===== src/rtl/core/sfd_pkg.sv =====
// sfd_pkg: shared types and constants for the SYN flood detector.
// No dependencies; imported by the parser, engine, top level and testbench.
package sfd_pkg;

  // Frame layout (byte offsets into the Ethernet frame)
  localparam int unsigned TCP_HDR_POS = 34;
  localparam int unsigned FRAME_MIN   = 48;
  localparam int unsigned POS_W       = 6;

  localparam logic [15:0] ETH_TYPE_IPV4 = 16'h0800;
  localparam logic [7:0]  IP_PROTO_TCP  = 8'd6;
  localparam int unsigned FLAG_SYN_BIT  = 1;   // 0x02
  localparam int unsigned FLAG_ACK_BIT  = 4;   // 0x10

  localparam int unsigned CMD_FIFO_DEPTH = 4;

  localparam int unsigned IP_W    = 32;
  localparam int unsigned PORT_W  = 16;
  localparam int unsigned LPORT_W = 17;
  localparam int unsigned THR_W   = 15;
  localparam int unsigned CNT_W   = 16;
  localparam int unsigned CFG_W   = 32;
  localparam int unsigned CFG_IDX_W = 2;

  // listen_port value that watches all ports
  localparam logic [LPORT_W-1:0] LPORT_ALL = '1;

  typedef enum logic {
    OP_BYTE       = 1'b0,
    OP_WINDOW_END = 1'b1
  } op_e;

  typedef enum logic {
    RPT_ATTACKER = 1'b0,
    RPT_SUMMARY  = 1'b1
  } rpt_kind_e;

  typedef enum logic [CFG_IDX_W-1:0] {
    CFG_LISTEN_IP   = 2'd0,
    CFG_LISTEN_PORT = 2'd1,
    CFG_THRESHOLD   = 2'd2,
    CFG_UNUSED      = 2'd3
  } cfg_idx_e;

  typedef struct packed {
    logic [IP_W-1:0]    listen_ip;
    logic [LPORT_W-1:0] listen_port;
    logic [THR_W-1:0]   threshold;
  } cfg_t;

  // Command handed from the parser to the counting engine
  typedef struct packed {
    op_e               kind;
    logic              ipv4_tcp;
    logic              syn;
    logic              ack;
    logic [IP_W-1:0]   src_addr;
    logic [IP_W-1:0]   dst_addr;
    logic [PORT_W-1:0] src_port;
    logic [PORT_W-1:0] dst_port;
    logic [IP_W:0]     seq_p1;    // sequence + 1, no wrap
    logic [IP_W-1:0]   ack_num;
  } cmd_t;

  typedef struct packed {
    rpt_kind_e         kind;
    logic [IP_W-1:0]   attacker_ip;
    logic [CNT_W-1:0]  count;
    logic              attacked;
  } rpt_t;

endpackage


===== src/rtl/core/sfd_fifo.sv =====
// sfd_fifo: small register-based command queue between parser and engine.
// Generic width and depth; no package dependency.
module sfd_fifo #(
  parameter int unsigned Width = 8,
  parameter int unsigned Depth = 4
) (
  input  logic             clk_i,
  input  logic             rst_ni,
  input  logic             push_i,
  input  logic [Width-1:0] wdata_i,
  input  logic             pop_i,
  output logic [Width-1:0] rdata_o,
  output logic             valid_o,
  output logic             full_o
);
  localparam int unsigned PtrW = (Depth > 1) ? $clog2(Depth) : 1;
  localparam int unsigned CntW = $clog2(Depth + 1);
  localparam logic [PtrW-1:0] LastPtr = PtrW'(Depth - 1);
  localparam logic [CntW-1:0] FullCnt = CntW'(Depth);

  logic [Width-1:0] mem_q [Depth];
  logic [PtrW-1:0]  wr_ptr_q, wr_ptr_d, rd_ptr_q, rd_ptr_d;
  logic [CntW-1:0]  cnt_q, cnt_d;
  logic             do_push, do_pop;

  assign valid_o = (cnt_q != '0);
  assign full_o  = (cnt_q == FullCnt);
  assign rdata_o = mem_q[rd_ptr_q];
  assign do_push = push_i && !full_o;
  assign do_pop  = pop_i && valid_o;

  always_comb begin
    wr_ptr_d = wr_ptr_q;
    rd_ptr_d = rd_ptr_q;
    cnt_d    = cnt_q;
    if (do_push) begin
      wr_ptr_d = (wr_ptr_q == LastPtr) ? '0 : wr_ptr_q + 1'b1;
    end
    if (do_pop) begin
      rd_ptr_d = (rd_ptr_q == LastPtr) ? '0 : rd_ptr_q + 1'b1;
    end
    if (do_push && !do_pop) begin
      cnt_d = cnt_q + 1'b1;
    end else if (do_pop && !do_push) begin
      cnt_d = cnt_q - 1'b1;
    end
  end

  always_ff @(posedge clk_i or negedge rst_ni) begin
    if (!rst_ni) begin
      wr_ptr_q <= '0;
      rd_ptr_q <= '0;
      cnt_q    <= '0;
    end else begin
      wr_ptr_q <= wr_ptr_d;
      rd_ptr_q <= rd_ptr_d;
      cnt_q    <= cnt_d;
    end
  end

  always_ff @(posedge clk_i) begin
    if (do_push) begin
      mem_q[wr_ptr_q] <= wdata_i;
    end
  end

endmodule


===== src/rtl/core/sfd_parser.sv =====
// sfd_parser: front end; tracks byte position, captures header fields and
// emits a command per qualifying frame end or window end. Uses sfd_pkg.
module sfd_parser (
  input  logic          clk_i,
  input  logic          rst_ni,
  input  logic          accept_i,
  input  sfd_pkg::op_e  opcode_i,
  input  logic [7:0]    frame_byte_i,
  input  logic          last_byte_i,
  output logic          push_o,
  output sfd_pkg::cmd_t cmd_o
);
  import sfd_pkg::*;

  localparam logic [POS_W-1:0] PosMax  = POS_W'(FRAME_MIN);
  localparam logic [POS_W-1:0] PosLast = POS_W'(FRAME_MIN - 1);
  localparam logic [POS_W-1:0] T0      = POS_W'(TCP_HDR_POS);

  logic [POS_W-1:0]  pos_q, pos_d;
  logic [15:0]       ether_q, ether_d;
  logic [7:0]        proto_q, proto_d;
  logic [IP_W-1:0]   src_q, src_d, dst_q, dst_d, seq_q, seq_d, ack_q, ack_d;
  logic [PORT_W-1:0] sport_q, sport_d, dport_q, dport_d;
  logic [7:0]        flags_q, flags_d;
  logic              byte_in;

  assign byte_in = accept_i && (opcode_i == OP_BYTE);

  always_comb begin
    pos_d   = pos_q;
    ether_d = ether_q;
    proto_d = proto_q;
    src_d   = src_q;
    dst_d   = dst_q;
    sport_d = sport_q;
    dport_d = dport_q;
    seq_d   = seq_q;
    ack_d   = ack_q;
    flags_d = flags_q;
    if (byte_in) begin
      if (pos_q == POS_W'(12) || pos_q == POS_W'(13)) begin
        ether_d = {ether_q[7:0], frame_byte_i};
      end else if (pos_q == POS_W'(23)) begin
        proto_d = frame_byte_i;
      end else if (pos_q >= POS_W'(26) && pos_q <= POS_W'(29)) begin
        src_d = {src_q[23:0], frame_byte_i};
      end else if (pos_q >= POS_W'(30) && pos_q <= POS_W'(33)) begin
        dst_d = {dst_q[23:0], frame_byte_i};
      end else if (pos_q == T0 || pos_q == T0 + POS_W'(1)) begin
        sport_d = {sport_q[7:0], frame_byte_i};
      end else if (pos_q == T0 + POS_W'(2) || pos_q == T0 + POS_W'(3)) begin
        dport_d = {dport_q[7:0], frame_byte_i};
      end else if (pos_q >= T0 + POS_W'(4) && pos_q <= T0 + POS_W'(7)) begin
        seq_d = {seq_q[23:0], frame_byte_i};
      end else if (pos_q >= T0 + POS_W'(8) && pos_q <= T0 + POS_W'(11)) begin
        ack_d = {ack_q[23:0], frame_byte_i};
      end else if (pos_q == T0 + POS_W'(13)) begin
        flags_d = frame_byte_i;
      end
      if (last_byte_i) begin
        pos_d = '0;
      end else if (pos_q < PosMax) begin
        pos_d = pos_q + 1'b1;
      end
    end
  end

  // Push at window end, or at the last byte of a frame of FRAME_MIN bytes or more
  always_comb begin
    push_o = accept_i &&
             ((opcode_i == OP_WINDOW_END) || (last_byte_i && pos_q >= PosLast));
    cmd_o.kind     = opcode_i;
    cmd_o.ipv4_tcp = (ether_d == ETH_TYPE_IPV4) && (proto_d == IP_PROTO_TCP);
    cmd_o.syn      = flags_d[FLAG_SYN_BIT];
    cmd_o.ack      = flags_d[FLAG_ACK_BIT];
    cmd_o.src_addr = src_d;
    cmd_o.dst_addr = dst_d;
    cmd_o.src_port = sport_d;
    cmd_o.dst_port = dport_d;
    cmd_o.seq_p1   = {1'b0, seq_d} + (IP_W+1)'(1);
    cmd_o.ack_num  = ack_d;
  end

  always_ff @(posedge clk_i or negedge rst_ni) begin
    if (!rst_ni) begin
      pos_q   <= '0;
      ether_q <= '0;
      proto_q <= '0;
      src_q   <= '0;
      dst_q   <= '0;
      sport_q <= '0;
      dport_q <= '0;
      seq_q   <= '0;
      ack_q   <= '0;
      flags_q <= '0;
    end else begin
      pos_q   <= pos_d;
      ether_q <= ether_d;
      proto_q <= proto_d;
      src_q   <= src_d;
      dst_q   <= dst_d;
      sport_q <= sport_d;
      dport_q <= dport_d;
      seq_q   <= seq_d;
      ack_q   <= ack_d;
      flags_q <= flags_d;
    end
  end

endmodule


===== src/rtl/core/sfd_engine.sv =====
// sfd_engine: back end; applies filters, updates the half-open count and
// the stored SYN-ACK sequence, and holds the output register. Uses sfd_pkg.
module sfd_engine (
  input  logic          clk_i,
  input  logic          rst_ni,
  input  sfd_pkg::cfg_t cfg_i,
  input  logic          cmd_valid_i,
  input  sfd_pkg::cmd_t cmd_i,
  output logic          pop_o,
  input  logic          out_ready_i,
  output logic          out_valid_o,
  output sfd_pkg::rpt_t out_o
);
  import sfd_pkg::*;

  localparam logic signed [CNT_W-1:0] CntMax = {1'b0, {(CNT_W-1){1'b1}}};
  localparam logic signed [CNT_W-1:0] CntMin = {1'b1, {(CNT_W-1){1'b0}}};
  localparam logic signed [CNT_W-1:0] CntOne = {{(CNT_W-1){1'b0}}, 1'b1};

  logic signed [CNT_W-1:0] cnt_q, cnt_d, cnt_upd;
  logic [IP_W:0]           sa_p1_q, sa_p1_d, sa_eff;
  logic                    out_valid_q, out_valid_d;
  rpt_t                    out_q, out_d;

  logic from_host, touch, act, upd_sa, port_ok, go, dec, inc, report, hit;
  logic signed [CNT_W:0] thr_s;

  assign pop_o       = cmd_valid_i && (!out_valid_q || out_ready_i);
  assign out_valid_o = out_valid_q;
  assign out_o       = out_q;
  assign thr_s       = $signed({2'b00, cfg_i.threshold});

  always_comb begin
    from_host = (cmd_i.src_addr == cfg_i.listen_ip);
    touch     = from_host || (cmd_i.dst_addr == cfg_i.listen_ip);
    act       = cmd_i.ipv4_tcp && touch;
    upd_sa    = act && cmd_i.syn && cmd_i.ack;
    sa_eff    = upd_sa ? cmd_i.seq_p1 : sa_p1_q;
    // negative filter other than "all" matches nothing
    port_ok   = (cfg_i.listen_port == LPORT_ALL) ||
                (!cfg_i.listen_port[LPORT_W-1] &&
                 ((cmd_i.src_port == cfg_i.listen_port[PORT_W-1:0]) ||
                  (cmd_i.dst_port == cfg_i.listen_port[PORT_W-1:0])));
    go        = act && port_ok;
    dec       = go && cmd_i.ack && !from_host && ({1'b0, cmd_i.ack_num} == sa_eff) &&
                (cnt_q != CntMin);
    inc       = go && cmd_i.syn && !cmd_i.ack && !from_host && (cnt_q != CntMax);
    cnt_upd   = dec ? cnt_q - CntOne : (inc ? cnt_q + CntOne : cnt_q);
    report    = go && ($signed({cnt_upd[CNT_W-1], cnt_upd}) >= thr_s);
    hit       = ($signed({cnt_q[CNT_W-1], cnt_q}) > thr_s);
  end

  always_comb begin
    cnt_d       = cnt_q;
    sa_p1_d     = sa_p1_q;
    out_d       = out_q;
    out_valid_d = out_valid_q && !out_ready_i;
    if (pop_o) begin
      unique case (cmd_i.kind)
        OP_WINDOW_END: begin
          out_d.kind        = RPT_SUMMARY;
          out_d.attacker_ip = '0;
          out_d.count       = cnt_q;
          out_d.attacked    = hit;
          out_valid_d       = 1'b1;
          if (hit) begin
            cnt_d = '0;
          end
        end
        OP_BYTE: begin
          sa_p1_d = sa_eff;
          cnt_d   = cnt_upd;
          if (report) begin
            out_d.kind        = RPT_ATTACKER;
            out_d.attacker_ip = from_host ? cmd_i.dst_addr : cmd_i.src_addr;
            out_d.count       = cnt_upd;
            out_d.attacked    = 1'b0;
            out_valid_d       = 1'b1;
          end
        end
        default: begin
          out_valid_d = out_valid_q;
        end
      endcase
    end
  end

  always_ff @(posedge clk_i or negedge rst_ni) begin
    if (!rst_ni) begin
      cnt_q       <= '0;
      sa_p1_q     <= (IP_W+1)'(1);   // stored sequence 0, plus one
      out_valid_q <= 1'b0;
    end else begin
      cnt_q       <= cnt_d;
      sa_p1_q     <= sa_p1_d;
      out_valid_q <= out_valid_d;
    end
  end

  always_ff @(posedge clk_i) begin
    out_q <= out_d;
  end

endmodule


===== src/rtl/core/syn_flood_detector.sv =====
// syn_flood_detector: top level; config registers, parser, command queue,
// counting engine. Uses sfd_pkg, sfd_parser, sfd_fifo, sfd_engine.
// Throughput: one item per cycle on the input stream while the queue has room.
// Path: an accepted item's command, if any, is written into the queue, then into
//   the engine output register when popped; popping waits while the output is held.
// Reset (rst_ni low, async): count, captures and stored sequence clear,
//   listen_port reads as -1 (all ports), other config registers zero.
module syn_flood_detector #(
  parameter int unsigned FifoDepth = sfd_pkg::CMD_FIFO_DEPTH
) (
  input  logic                        clk_i,
  input  logic                        rst_ni,
  // input stream
  input  logic                        s_axis_tvalid,
  output logic                        s_axis_tready,
  input  logic [7:0]                  s_axis_tdata,   // [7:0] frame_byte
  input  logic                        s_axis_tlast,   // last_byte
  input  logic [0:0]                  s_axis_tuser,   // [0] opcode
  // result stream
  output logic                        m_axis_tvalid,
  input  logic                        m_axis_tready,
  output logic [55:0]                 m_axis_tdata,   // [31:0] attacker_ip,
                                                      // [47:32] half_open_count,
                                                      // [48] attacked, rest zero
  output logic [0:0]                  m_axis_tuser,   // [0] report_kind
  // configuration writes
  input  logic                        cfg_we_i,
  input  logic [sfd_pkg::CFG_IDX_W-1:0] cfg_idx_i,
  input  logic [sfd_pkg::CFG_W-1:0]   cfg_data_i
);
  import sfd_pkg::*;

  cfg_t cfg_q, cfg_d;
  logic in_accept, push, fifo_full, fifo_valid, pop, out_valid;
  cmd_t cmd_in, cmd_head;
  rpt_t rpt;
  logic [$bits(cmd_t)-1:0] head_bits;

  // Config: the user must write it only while idle (not enforced); read directly by the engine
  always_comb begin
    cfg_d = cfg_q;
    if (cfg_we_i) begin
      unique case (cfg_idx_e'(cfg_idx_i))
        CFG_LISTEN_IP:   cfg_d.listen_ip   = cfg_data_i[IP_W-1:0];
        CFG_LISTEN_PORT: cfg_d.listen_port = cfg_data_i[LPORT_W-1:0];
        CFG_THRESHOLD:   cfg_d.threshold   = cfg_data_i[THR_W-1:0];
        CFG_UNUSED:      cfg_d = cfg_q;
        default:         cfg_d = cfg_q;
      endcase
    end
  end

  always_ff @(posedge clk_i or negedge rst_ni) begin
    if (!rst_ni) begin
      cfg_q.listen_ip   <= '0;
      cfg_q.listen_port <= LPORT_ALL;
      cfg_q.threshold   <= '0;
    end else begin
      cfg_q <= cfg_d;
    end
  end

  // Input is held off only when the queue is full
  assign s_axis_tready = !fifo_full;
  assign in_accept     = s_axis_tvalid && s_axis_tready;

  // Front: byte position tracking and header capture
  sfd_parser u_parser (
    .clk_i        (clk_i),
    .rst_ni       (rst_ni),
    .accept_i     (in_accept),
    .opcode_i     (op_e'(s_axis_tuser[0])),
    .frame_byte_i (s_axis_tdata),
    .last_byte_i  (s_axis_tlast),
    .push_o       (push),
    .cmd_o        (cmd_in)
  );

  // Queue of frame-end and window-end commands
  sfd_fifo #(
    .Width ($bits(cmd_t)),
    .Depth (FifoDepth)
  ) u_fifo (
    .clk_i   (clk_i),
    .rst_ni  (rst_ni),
    .push_i  (push),
    .wdata_i (cmd_in),
    .pop_i   (pop),
    .rdata_o (head_bits),
    .valid_o (fifo_valid),
    .full_o  (fifo_full)
  );

  assign cmd_head = cmd_t'(head_bits);

  // Back: count update and output register
  sfd_engine u_engine (
    .clk_i       (clk_i),
    .rst_ni      (rst_ni),
    .cfg_i       (cfg_q),
    .cmd_valid_i (fifo_valid),
    .cmd_i       (cmd_head),
    .pop_o       (pop),
    .out_ready_i (m_axis_tready),
    .out_valid_o (out_valid),
    .out_o       (rpt)
  );

  assign m_axis_tvalid   = out_valid;
  assign m_axis_tuser[0] = rpt.kind;
  assign m_axis_tdata    = {7'b0, rpt.attacked, rpt.count, rpt.attacker_ip};

  // A window-end item always lands in the queue
  a_window_queued: assert property (@(posedge clk_i) disable iff (!rst_ni)
    in_accept && (s_axis_tuser[0] == OP_WINDOW_END) |=> fifo_valid)
    else $error("window-end item not queued");

  // Popping a window-end command always yields a summary
  a_window_summary: assert property (@(posedge clk_i) disable iff (!rst_ni)
    pop && (cmd_head.kind == OP_WINDOW_END) |=>
      m_axis_tvalid && (m_axis_tuser[0] == RPT_SUMMARY))
    else $error("window end without summary");

  // Attacker reports never carry the attacked flag
  a_attacker_flag: assert property (@(posedge clk_i) disable iff (!rst_ni)
    m_axis_tvalid && (m_axis_tuser[0] == RPT_ATTACKER) |-> !m_axis_tdata[48])
    else $error("attacker report with attacked set");

endmodule


===== config.mk =====
export PLATFORM = sky130hd
export DESIGN_NAME = syn_flood_detector
export DESIGN_NICKNAME = d
export VERILOG_FILES = /design/src/rtl/core/sfd_pkg.sv /design/src/rtl/core/sfd_fifo.sv /design/src/rtl/core/sfd_parser.sv /design/src/rtl/core/sfd_engine.sv /design/src/rtl/core/syn_flood_detector.sv
export SDC_FILE = /design/constraint.sdc
export NUM_CORES = 1
export LEC_CHECK = 0
export BUFFER_PORTS_ARGS = -buffer_cell sky130_fd_sc_hd__buf_4
export CORE_UTILIZATION = 35
export DETAILED_ROUTE_END_ITERATION = 8
export HOLD_SLACK_MARGIN = 0.15
export PLACE_DENSITY_LB_ADDON = 0.05
export REMOVE_ABC_BUFFERS = 1
export SYNTH_ARGS = -nofsm -noshare
export SYNTH_HDL_FRONTEND = slang
export SYNTH_SLANG_ARGS = --single-unit

===== constraint.sdc =====
create_clock -name clk_i -period 8.4 [get_ports clk_i]
set_input_delay 0.42 -clock clk_i [delete_from_list [all_inputs] [get_ports clk_i]]
set_output_delay 0.42 -clock clk_i [all_outputs]
set_load 0.03 [all_outputs]

==> Flow_metrics.wiki <==
{| class="wikitable"
! Metric !! Value
|-
| Fraction of synthesized cell area taken by the top area cell type || 0.502
|-
| DP Cell Count || 4,085
|-
| Biggest area contributors in the synthesized netlist || sky130_fd_sc_hd__edfxtp_1, sky130_fd_sc_hd__dfrtp_1, sky130_fd_sc_hd__mux4_2
|-
| Width of the chip || ~350 um
|-
| Final total negative setup slack || 0 ps
|-
| Worst slew pin tran || about 1200 ps
|-
| HPWL after detailed placement || 68,500 um
|-
| Wirelength per Cell || ~25 um
|-
| Relative slew margins || 0.194
|-
| Number of nets in the layout || about 2,700
|-
| Flop2flop setup slack || a little under 900 ps
|-
| Kind of capture point of the worst setup path || flop
|-
| Wire length of the first global-routing pass || 161,000 um
|-
| Gpl congestion || around 0.82
|-
| TritonCTS clock tree || done
|-
| Final setup violation count || 0
|-
| Antenna violations before repair || 7
|-
| Start-to-end type of the worst setup path || flop to flop
|-
| Required time at the endpoint of the critical path || roughly 8700 ps
|-
| Routed via count || roughly 22,000
|-
| Number of storage elements in the synthesis netlist || between 1,000 and 1,500
|-
| Final ANT Viol Nets || 0
|-
| Starting density of the core || 0.353
|-
| Number of I/O pins || approximately 110
|-
| Maximum number of pins on one net before global-route repair || 116
|-
| Fraction of layout instances using a drive strength above 1 || 0.290
|-
| Combined area of the multi-input logic cells || 0.0125 mm^2
|-
| Final-report hold violation count || 0
|-
| All-Layer GR Usage || 0.179
|-
| Root buffer cell || sky130_fd_sc_hd__clkbuf_16
|-
| Number of vias per cell after detailed routing || between 5 and 6
|-
| Count of cells along the worst hold path || 2
|-
| Worst reg2reg path startpoint || u_fifo.rd_ptr_q[0]
|-
| Final-layout fill cell count || ~11,000
|-
| Power Density || around 320 mW/mm^2
|-
| Max capacitance violation total || 0
|-
| Run status || finished, final reports clean
|-
| CORE AREA || roughly 0.12 mm^2
|-
| Die height || 350 um
|-
| Count of non-filler cells in the finished layout || ~4,300
|-
| Final critical delay including setup and external delays || around 7500 ps
|-
| Total wirelength of the detailed-routed design || ~110,000 um
|-
| Most area-hungry cell type in the Yosys netlist || sky130_fd_sc_hd__edfxtp_1
|-
| Most frequently used cell type in the post-synthesis netlist || sky130_fd_sc_hd__edfxtp_1
|-
| Die area || approximately 0.12 mm^2
|-
| Gate Count Post-Synth || around 2,400
|-
| Count of synthesis-stage warnings from yosys || 0
|-
| Min-delay worst type || input port to flop
|-
| Clk pin slew, worst setup/hold paths || ~60 ps
|-
| Clk_skew || 33.1 ps
|-
| Hold Crit Endpoint || u_parser.ether_q[0]
|-
| Num rows || 127
|-
| Count of different cell masters after synthesis || just over 80
|-
| Predominant post-synthesis flop cell || sky130_fd_sc_hd__edfxtp_1
|-
| Highest achievable clock rate || 0.133 GHz
|-
| Number of enable flip-flop cells after synthesis || just over 700
|-
| Detailed Route Iter0 Violations || roughly 1,400
|-
| Most frequent cells after synthesis || sky130_fd_sc_hd__edfxtp_1, sky130_fd_sc_hd__dfrtp_1, sky130_fd_sc_hd__mux2_2, sky130_fd_sc_hd__xnor2_1, sky130_fd_sc_hd__mux4_2
|-
| Number of global-route vias before repair || about 23,000
|-
| Number of levels in the clock H-tree || 3
|-
| First-pass DRT Iterations || 5
|-
| Worst reg2reg path endpoint || u_engine.out_o[23]
|-
| Synth-to-layout area growth || 16.0%
|-
| Seq. cell area || just under 0.03 mm^2
|-
| Post-Syn Area per Cell || roughly 17 um^2
|-
| Share of the clock period used by the worst path after layout || 0.896
|-
| Final max-slew violation count || 0
|-
| Type of element launching the critical path || flop
|-
| Reg2reg path depth || 26
|-
| CTS Buf Count || about 110
|-
| CTS sink count || slightly above 1,000
|-
| Buffers on Ports || 100
|-
| CTS resizes || 0
|-
| CP Data Arrival Time || slightly below 8000 ps
|-
| Maximum clock path buffer count || 3
|-
| Peak supply drop || around 0.0002 V
|-
| Remaining design rule violation count || 0
|-
| Fraction of registers with async set or reset after synthesis || 0.306
|-
| Residual overflow from global routing || 0
|-
| Skew-Pair Late Insertion Delay || between 700 and 800 ps
|-
| Mapped cell area || between 0.04 and 0.05 mm^2
|-
| Critical path peak fanout || 50
|-
| RSZ-0062 raised after global routing || false
|-
| Static Leakage || between 0.015 and 0.02 uW
|-
| Worst Min Path Start || s_axis_tdata[0]
|-
| Sequential cell area fraction in the yosys report || 0.687
|}
==> cell usage in the layout (no fill, tap or decap), drive strengths merged, types with 6 or more instances in the layout <==
master,count
edfxtp,710
dfrtp,295
mux2,268
xnor2,171
mux4,164
clkbuf,159
buf,139
nor2,91
inv,74
mux2i,51
nand2,47
o21ai,47
nand4,45
ha,44
clkinv,39
dlygate4sd3,36
nand3,35
a21oi,35
nor3,32
xor2,26
nor4,19
dfstp,18
a31oi,12
bufinv,12
or3,11
and2,11
nor2b,10
nand2b,8
and3,8
a21o,7
conb,7
o22ai,7
o21a,6
==> cell type report <==
type,instances,area share
Sequential cell,1023,0.592
Multi-Input combinational cell,1239,0.253
Clock buffer,159,0.0633
Tap cell,1612,0.0409
Timing Repair Buffer,175,0.0317
Clock inverter,55,0.0126
Inverter,72,0.00549
Antenna cell,3,0.000152
==> registers in the layout, summed over array words and instances (netlist names), 3 cells and up <==
register and flops:
u_parser.dport_q 16, u_parser.proto_q 8, u_parser.pos_q 6, cfg_q 64, u_parser.sport_q 16, u_parser.ether_q 16, u_parser.src_q 32, u_engine.cnt_q 16
u_parser.ack_q 32, u_parser.seq_q 32, u_engine.sa_p1_q 33, u_parser.dst_q 32, u_fifo.mem_q 660, u_engine.out_o 50, u_fifo.cnt_q 3
==> critical path: stages, from the launching register on <==
cell,delay (ps)
sky130_fd_sc_hd__dfrtp_4,820
sky130_fd_sc_hd__buf_12,280
sky130_fd_sc_hd__mux4_2,580
sky130_fd_sc_hd__xnor2_1,250
sky130_fd_sc_hd__nand4_1,140
sky130_fd_sc_hd__nor4_1,420
sky130_fd_sc_hd__nand2_2,190
sky130_fd_sc_hd__a21oi_4,380
sky130_fd_sc_hd__mux2_2,400
sky130_fd_sc_hd__a2111oi_2,400
sky130_fd_sc_hd__and3_1,340
sky130_fd_sc_hd__buf_4,280
sky130_fd_sc_hd__nand2b_1,170
sky130_fd_sc_hd__a31oi_1,120
sky130_fd_sc_hd__ha_1,320
sky130_fd_sc_hd__a21o_1,100
sky130_fd_sc_hd__a21oi_1,70
sky130_fd_sc_hd__nor2b_1,100
sky130_fd_sc_hd__o21ai_0,80
sky130_fd_sc_hd__nand2b_1,80
sky130_fd_sc_hd__a21oi_1,60
sky130_fd_sc_hd__o21ai_0,210
sky130_fd_sc_hd__a21oi_1,110
sky130_fd_sc_hd__o211ai_1,180
sky130_fd_sc_hd__nand4b_1,210
sky130_fd_sc_hd__o22ai_4,160
sky130_fd_sc_hd__buf_4,550
==> how the worst max path moves through the flow <==
stage                  startpoint            endpoint  slack [ps]  cells after the start
3_3_place_gp   u_fifo.rd_ptr_q[0]  u_engine.out_o[19]         790                     26
4_1_cts        u_fifo.rd_ptr_q[0]  u_engine.out_o[23]         740                     26
6_report       u_fifo.rd_ptr_q[0]  u_engine.out_o[23]         870                     26
3_5_place_dp   u_fifo.rd_ptr_q[0]  u_engine.out_o[27]         770                     26
2_1_floorplan  u_fifo.rd_ptr_q[0]   u_engine.out_o[0]       -6400                     24
5_1_grt        u_fifo.rd_ptr_q[0]  u_engine.out_o[23]         360                     26
==> layer usage <==
layer  routed length [um]  track usage  part of all wire  vias up
met3                 3610       0.0243             0.033      151
met2                53800        0.305              0.50      421
met1                48200        0.242              0.45    11700
li1                     -            -                 -     9785
met5                    0            0                 0        -
met4                 2240       0.0440             0.021        0
==> power by group <==
| group | total (uW) | internal, uW | switching (uW) |
|---|---|---|---|
| sequential | 6420 | 6060 | 359 |
| clock | 4960 | 2950 | 2010 |
| combinational | 4330 | 1770 | 2550 |
| total | 15700 | 10800 | 4920 |
==> stage by stage <==
| stage | worst slack (ps) | util | cell area [um^2] | hold WS, ps | power, uW |
|---|---|---|---|---|---|
| 2_1_floorplan | -6400 | - | 41900 | 124 | 9590 |
| 3_3_place_gp | 787 | 0.376 | 45200 | 475 | 10900 |
| 3_5_place_dp | 772 | 0.376 | 45200 | 482 | 11000 |
| 4_1_cts | 742 | 0.410 | 49300 | 162 | 16000 |
| 5_1_grt | 357 | 0.410 | 49300 | 163 | 16500 |
| 6_report | 874 | 0.410 | 49300 | 214 | 15700 |
==> cell families (layout without fill, tap and decap cells) <==
logic type / count (synthesis) / after routing / synth area share
AND/OR/NAND/NOR: 340 / 340 / 0.0414
buffers and inverters: 186 / 461 / 0.0208
flip-flops: 1023 / 1023 / 0.687
multiplexers: 483 / 483 / 0.170
XOR/XNOR: 197 / 197 / 0.0406
other: 1 / 10 / 0.0000883
adder cells (fa/ha/maj): 45 / 45 / 0.0134
AO/OA/AOI/OAI: 167 / 167 / 0.0262
==> repair_timing <==
item,in CTS,in global routing
hold buffers,36,0
endpoints found under the hold margin,173,0
buffers inserted,0,0
No activity file was read; power rests on OpenSTA's default activity.
